--- src/design/matrix_multiply_3x3_assert.svh ---
// assertion macros for the 3x3 matrix multiplier
// no dependencies; compiled out when SYNTHESIS is defined
`ifndef MATRIX_MULTIPLY_3X3_ASSERT_SVH
`define MATRIX_MULTIPLY_3X3_ASSERT_SVH
`ifndef SYNTHESIS
`define MM3_ASSERT_IMPLY(label, clk, rst, ante, cons) \
   label: assert property (@(posedge clk) disable iff (rst) (ante) |-> (cons)) \
      else $error("mm3 assertion failed");
`define MM3_ASSERT_NEXT(label, clk, rst, ante, cons) \
   label: assert property (@(posedge clk) disable iff (rst) (ante) |=> (cons)) \
      else $error("mm3 assertion failed");
`else
`define MM3_ASSERT_IMPLY(label, clk, rst, ante, cons)
`define MM3_ASSERT_NEXT(label, clk, rst, ante, cons)
`endif
`endif

--- src/design/mm3_pkg.sv ---
// shared types and constants for the 3x3 matrix multiplier
// no dependencies
package mm3_pkg;
   localparam int FRAC_BITS_DEF = 16;
   localparam int DATA_W        = 32;
   localparam int PROD_W        = 2 * DATA_W;
   localparam int ACC_W         = PROD_W + 2;
   localparam int STORE_DEPTH   = 9;
   localparam int ADDR_W        = 4;
   localparam int IDX_W         = 2;
   localparam logic [IDX_W-1:0] LAST_IDX = 2'd2;

   typedef enum logic [1:0] {
      ST_IDLE,
      ST_MUL,
      ST_ACC,
      ST_EMIT
   } state_type;

   typedef struct packed {
      logic clear;
      logic mul_en;
      logic acc_en;
   } mac_ctl_type;
endpackage

--- src/design/mm3_mac.sv ---
// shared multiply-accumulate unit with floor shift and 32-bit saturation
// depends on mm3_pkg
module mm3_mac import mm3_pkg::*; #(
   parameter int FRAC_BITS = FRAC_BITS_DEF
) (
   input  logic                     clock,
   input  mac_ctl_type              ctl,
   input  logic signed [DATA_W-1:0] op_a,
   input  logic signed [DATA_W-1:0] op_b,
   output logic signed [DATA_W-1:0] sat_value
);
   localparam logic signed [ACC_W-1:0] SAT_HI = (ACC_W'(1) <<< (DATA_W - 1)) - ACC_W'(1);
   localparam logic signed [ACC_W-1:0] SAT_LO = -(ACC_W'(1) <<< (DATA_W - 1));

   logic signed [PROD_W-1:0] prod_ff, prod_in;
   logic signed [ACC_W-1:0]  acc_ff;
   logic signed [ACC_W-1:0]  shifted;

   assign prod_in = PROD_W'(op_a) * PROD_W'(op_b);

   always_ff @(posedge clock) begin
      if (ctl.mul_en) begin
         prod_ff <= prod_in;
      end
      if (ctl.clear) begin
         acc_ff <= '0;
      end else if (ctl.acc_en) begin
         acc_ff <= acc_ff + ACC_W'(prod_ff);
      end
   end

   assign shifted = acc_ff >>> FRAC_BITS;

   always_comb begin
      if (shifted > SAT_HI) begin
         sat_value = {1'b0, {(DATA_W-1){1'b1}}};
      end else if (shifted < SAT_LO) begin
         sat_value = {1'b1, {(DATA_W-1){1'b0}}};
      end else begin
         sat_value = shifted[DATA_W-1:0];
      end
   end
endmodule

--- src/design/matrix_multiply_3x3.sv ---
// 3x3 fixed-point matrix multiplier, top level; depends on mm3_pkg, mm3_mac
// and matrix_multiply_3x3_assert.svh. an element beat without compute is
// written without leaving idle. with compute, busy stays high while the nine
// outputs each take three multiply and three accumulate passes of the one
// shared mac plus an emit state, whose result is registered onto the strobe.
// synchronous reset clears both stores, the sequencer and the strobe.
`include "matrix_multiply_3x3_assert.svh"
module matrix_multiply_3x3 import mm3_pkg::*; #(
   parameter int FRAC_BITS = FRAC_BITS_DEF
) (
   input  logic                     clock,
   input  logic                     reset,
   input  logic                     start,
   output logic                     busy,
   input  logic signed [DATA_W-1:0] req_element_value,
   input  logic                     req_operand_sel,
   input  logic [IDX_W-1:0]         req_row_index,
   input  logic [IDX_W-1:0]         req_col_index,
   input  logic                     req_compute_now,
   output logic                     rsp_valid,
   output logic signed [DATA_W-1:0] rsp_product_value,
   output logic [IDX_W-1:0]         rsp_out_row,
   output logic [IDX_W-1:0]         rsp_out_col,
   output logic                     rsp_last_of_run
);
   state_type               state_ff, state_in;
   logic [IDX_W-1:0]        row_ff, row_in;
   logic [IDX_W-1:0]        col_ff, col_in;
   logic [IDX_W-1:0]        k_ff, k_in;
   logic signed [DATA_W-1:0] left_ff  [STORE_DEPTH];
   logic signed [DATA_W-1:0] right_ff [STORE_DEPTH];
   logic                    rsp_valid_ff, rsp_valid_in;
   logic signed [DATA_W-1:0] rsp_value_ff;
   logic [IDX_W-1:0]        rsp_row_ff, rsp_col_ff;
   logic                    rsp_last_ff;
   logic                    write_en;
   logic [ADDR_W-1:0]       write_addr;
   logic [ADDR_W-1:0]       left_addr, right_addr;
   logic signed [DATA_W-1:0] sat_value;
   mac_ctl_type             ctl;

   assign write_addr = (ADDR_W'(req_row_index) << 1) + ADDR_W'(req_row_index)
                       + ADDR_W'(req_col_index);
   assign left_addr  = (ADDR_W'(row_ff) << 1) + ADDR_W'(row_ff) + ADDR_W'(k_ff);
   assign right_addr = (ADDR_W'(k_ff) << 1) + ADDR_W'(k_ff) + ADDR_W'(col_ff);

   always_ff @(posedge clock) begin
      if (reset) begin
         for (int i = 0; i < STORE_DEPTH; i++) begin
            left_ff[i]  <= '0;
            right_ff[i] <= '0;
         end
      end else if (write_en) begin
         if (req_operand_sel) begin
            right_ff[write_addr] <= req_element_value;
         end else begin
            left_ff[write_addr] <= req_element_value;
         end
      end
   end

   always_ff @(posedge clock) begin
      if (reset) begin
         state_ff     <= ST_IDLE;
         row_ff       <= '0;
         col_ff       <= '0;
         k_ff         <= '0;
         rsp_valid_ff <= 1'b0;
      end else begin
         state_ff     <= state_in;
         row_ff       <= row_in;
         col_ff       <= col_in;
         k_ff         <= k_in;
         rsp_valid_ff <= rsp_valid_in;
      end
   end

   always_ff @(posedge clock) begin
      if (state_ff == ST_EMIT) begin
         rsp_value_ff <= sat_value;
         rsp_row_ff   <= row_ff;
         rsp_col_ff   <= col_ff;
         rsp_last_ff  <= (row_ff == LAST_IDX) && (col_ff == LAST_IDX);
      end
   end

   always_comb begin
      state_in     = state_ff;
      row_in       = row_ff;
      col_in       = col_ff;
      k_in         = k_ff;
      ctl          = '0;
      rsp_valid_in = 1'b0;
      write_en     = 1'b0;
      case (state_ff)
         ST_IDLE: begin
            if (start) begin
               write_en = (req_row_index <= LAST_IDX) && (req_col_index <= LAST_IDX);
               if (req_compute_now) begin
                  state_in  = ST_MUL;
                  row_in    = '0;
                  col_in    = '0;
                  k_in      = '0;
                  ctl.clear = 1'b1;
               end
            end
         end
         ST_MUL: begin
            ctl.mul_en = 1'b1;
            state_in   = ST_ACC;
         end
         ST_ACC: begin
            ctl.acc_en = 1'b1;
            if (k_ff == LAST_IDX) begin
               state_in = ST_EMIT;
            end else begin
               k_in     = k_ff + 1'b1;
               state_in = ST_MUL;
            end
         end
         ST_EMIT: begin
            rsp_valid_in = 1'b1;
            ctl.clear    = 1'b1;
            k_in         = '0;
            if (col_ff == LAST_IDX) begin
               col_in = '0;
               if (row_ff == LAST_IDX) begin
                  row_in   = '0;
                  state_in = ST_IDLE;
               end else begin
                  row_in   = row_ff + 1'b1;
                  state_in = ST_MUL;
               end
            end else begin
               col_in   = col_ff + 1'b1;
               state_in = ST_MUL;
            end
         end
         default: begin
            state_in = ST_IDLE;
         end
      endcase
   end

   mm3_mac #(
      .FRAC_BITS(FRAC_BITS)
   ) u_mac (
      .clock    (clock),
      .ctl      (ctl),
      .op_a     (left_ff[left_addr]),
      .op_b     (right_ff[right_addr]),
      .sat_value(sat_value)
   );

   assign busy              = (state_ff != ST_IDLE);
   assign rsp_valid         = rsp_valid_ff;
   assign rsp_product_value = rsp_value_ff;
   assign rsp_out_row       = rsp_row_ff;
   assign rsp_out_col       = rsp_col_ff;
   assign rsp_last_of_run   = rsp_last_ff;

   // last beat of a run is always the bottom-right element
   `MM3_ASSERT_IMPLY(a_last_corner, clock, reset, rsp_valid && rsp_last_of_run, rsp_out_row == LAST_IDX && rsp_out_col == LAST_IDX)
   // a compute request makes the block busy
   `MM3_ASSERT_NEXT(a_compute_busy, clock, reset, start && !busy && req_compute_now, busy)
   // every strobe comes from an emit cycle
   `MM3_ASSERT_IMPLY(a_strobe_src, clock, reset, rsp_valid, $past(state_ff) == ST_EMIT)
   // the accumulate count never passes the last index
   `MM3_ASSERT_IMPLY(a_k_range, clock, reset, state_ff == ST_ACC, k_ff <= LAST_IDX)
endmodule

--- config.mk ---
export PLATFORM = sky130hd
export DESIGN_NAME = matrix_multiply_3x3
export DESIGN_NICKNAME = d
export VERILOG_FILES = /design/src/design/mm3_pkg.sv /design/src/design/mm3_mac.sv /design/src/design/matrix_multiply_3x3.sv
export VERILOG_INCLUDE_DIRS = /design/src /design/src/design
export SDC_FILE = /design/constraint.sdc
export NUM_CORES = 2
export LEC_CHECK = 0
export BUFFER_PORTS_ARGS = -buffer_cell sky130_fd_sc_hd__buf_2
export CAP_MARGIN = 30
export CORE_MARGIN = 2
export CORE_UTILIZATION = 60
export DETAILED_ROUTE_END_ITERATION = 10
export PLACE_DENSITY = 0.76
export SETUP_SLACK_MARGIN = 0.4
export SLEW_MARGIN = 15
export SYNTH_ARGS = -nofsm -noshare
export SYNTH_HDL_FRONTEND = slang
export SYNTH_SLANG_ARGS = --single-unit
--- constraint.sdc ---
create_clock -name clock -period 21.5 [get_ports clock]
set_clock_uncertainty 0.1 [all_clocks]
set_input_delay 2.15 -clock clock [delete_from_list [all_inputs] [get_ports clock]]
set_output_delay 2.15 -clock clock [all_outputs]
set_load 0.02 [all_outputs]
==> results.md <==
* Outcome: completed
* Buffers from clock root to sink, at most at 3
* Clock buffer count from CTS at 120
* Avg Inst Size Synth at 12.2 um^2
* DR WL/cell at 26.0 um
* # IOs at 80
* Number of synthesized flops with an enable pin at 1125
* Register area share after synthesis at 40.0%
* CTS Root Cell: clkbuf_16
* All-Layer GR Usage at 32.5%
* Iter 0 DRT Violations at 6402
* Relative slew slack at 25.5%
* Fillers at 10500
* Residual DRC at 0
* Largest family of logic cells by synthesized area: adder cells
* Worst-path clk slew at 60 ps
* Layout cell share with drive strength beyond 1 at 11.6%
* Post-cts sizing count at 0
* Most common cell in the netlist: edfxtp_1
* Critical path class: reg -> reg
* Via density at 6.13
* Number of global-route vias before repair at 59700
* Slowest stage cell on the critical path: buf_4
* Detailed Route WL at 240 mm
* Num Clock Sinks at 1200
* Unique cell type count in the Yosys netlist at 79
* Setup_tns at 0 ps
* Antenna violations before repair at 2
* DIE WIDTH at 388 um
* Dpl hpwl at 164 mm
* Top_reg_cell synth: edfxtp_1
* Num rows at 140
* Top cells by count, synth: edfxtp_1 (1125), fa_1 (1089), inv_1 (1021), nor2_1 (747), and2_1 (601)
* Post-synthesis simple-gate area fraction at 11.6%
* CTS H-Tree Depth at 3
* Cell area after synthesis at 88300 um^2
* Syn nets at 8637
* Core Area at 146000 um^2
* Slowest cell delay on critical path at 820 ps
* Unrepaired setup endpoints after global routing: false
* Final estimated routing congestion in global placement at 0.966
* Most frequent CP cell: fa_1
* DRT met1 WL at 86.1 mm
* Port Buf Inserts at 79
* Fraction of the mapped netlist area in adder cells at 28.5%
* Ant diodes at 0
* Compound-Gate Fraction of Synth Area at 4.00%
* Post-CTS Setup Repair Bufs at 0
* Area grow syn2layout at 8.06%
* Post-layout util at 65.4%
* Synth top area cells: edfxtp_1 (38%), fa_1 (25%), mux4_2 (6.9%)
* Worst slew pin tran at 1120 ps
* Setup crit start kind: flip-flop
* Multiplexer area fraction after synthesis at 8.60%
* NumNets Final at 8585
* Initial core utilization at 60.5%
* Critical Path RT at 21870 ps
* WHS at 393 ps
* Remaining antenna violation count at 0
* Hold buffers post-CTS at 0
* Critical path endpoint category: flip-flop
* Final Cycle Share at 58.2%
* Clock latency on the worst-skew pair at 780 ps
* Die height at 388 um
* Pre-CTS setup slack at 9150 ps
* Synth area leader: edfxtp_1
* Met3 wire len at 27.8 mm
* Crit-path max FO at 57
* F_max at 80.0 MHz
* Tmin final at 12510 ps
* # setup viols final at 0
* Buf/Inv on CP at 9
* Vias at 56500
* Final worst slack at 8990 ps
* Hold Path Class: reg -> reg
* Yosys Warn Count at 0
* Final Hold Vio Count at 0
* Post-synthesis register bit count at 1200
* Mapped Cells at 7242
* Top cell type's share of synthesized area at 38.3%
* Die ar. at 150000 um^2
* CP arrival at 12870 ps
* Synth async-reset ratio at 0%
* TritonRoute pass-1 iters at 6
* Remaining global-route overflow at 0
* CTS tree: yes
* Synth Area in XOR/XNOR at 1.25%
* Max-cap viol count at 0
* Top delay family on crit path: adder cells
* Routed wl met2 at 111 mm
* Max layer used: met5
* Largest net degree at the start of global routing at 76
* Max-slew violations at 0
* First-pass GRT wire length at 364 mm
area by class of cell:
class	count	area [um^2]	share of cell area (%)
multi-input cells	4611	47900	50.3
flip-flops and latches	1200	35300	37.0
inverters	1025	3850	4.03
clock buffers	153	3260	3.42
well taps	1917	2400	2.51
repair buffers	232	1920	2.02
clock inverters	74	741	0.776
cell families after synthesis:
kind of cell | count (synthesis)
AOI/OAI and AO/OA | 546
xor gates and xnor gates | 126
and+or+nand+nor | 2173
DFF | 1200
buffers and inverters | 1431
adders and majority gates | 1354
muxes | 412
metal layers:
layer  up-vias  track usage, %
li1      23700               -
met1     28700            41.7
met2      3455            52.0
met3       707            8.53
met4         2            15.9
met5         -               0
flip-flops by register name (all words and copies together) (netlist names), 32 cells and up:
name               flops
left_ff              512
right_ff             512
u_mac.acc_ff          66
u_mac.prod_ff         64
rsp_product_value     32
layout by cell type (no fill, tap or decap), types with 37 or more instances in the layout:
master	netlist	layout
o21ai_1	48	40
a21oi_1	154	154
edfxtp_1	1125	1125
o21ai_0	87	74
mux2i_1	91	91
fa_1	1089	1087
and2_1	601	601
buf_4	0	125
mux4_2	272	272
buf_2	36	79
o21a_1	49	49
mux2_2	48	48
nand4_1	37	37
ha_1	265	258
xor2_1	42	42
inv_1	1021	1021
nor2_1	747	713
xnor2_1	84	84
dfxtp_1	75	75
nand2_1	579	579
a21o_1	71	71
nand2b_1	47	47
clkbuf_16	0	122
through the flow:
step | area, um^2 | std cells
final | 95400 | 9212
after global placement | 90800 | 8957
after CTS | 95300 | 9206
after detailed placement | 91300 | 8979
after global routing | 95400 | 9212
after floorplan | 88300 | 7242
worst register-to-register path, delay by kind of cell (launching register included):
| kind | cells | cell delay, ps |
|---|---|---|
| multiplexers | 2 | 800 |
| flip-flops | 1 | 490 |
| adder cells (fa/ha/maj) | 11 | 5510 |
| AND/OR/NAND/NOR | 2 | 190 |
| XOR/XNOR | 1 | 180 |
| buffers and inverters | 9 | 2230 |
| AO/OA/AOI/OAI | 10 | 2700 |
final timing paths:
check,from,end,slack [ps],cells past startpoint
worst max-delay path,k_ff[0]$_SDFFE_PP0P_,u_mac.prod_ff[62]$_DFFE_PN_,8990,35
worst min-delay path,u_mac.acc_ff[8]$_SDFFE_PP0P_,u_mac.acc_ff[8]$_SDFFE_PP0P_,390,2
worst max register to register,k_ff[0]$_SDFFE_PP0P_,u_mac.prod_ff[62]$_DFFE_PN_,8990,35
worst min register to register,u_mac.acc_ff[8]$_SDFFE_PP0P_,u_mac.acc_ff[8]$_SDFFE_PP0P_,390,2
Power is left out: the tool's default activity adds up to more than one toggle a clock period on the data nets, which glitch-free logic cannot reach.
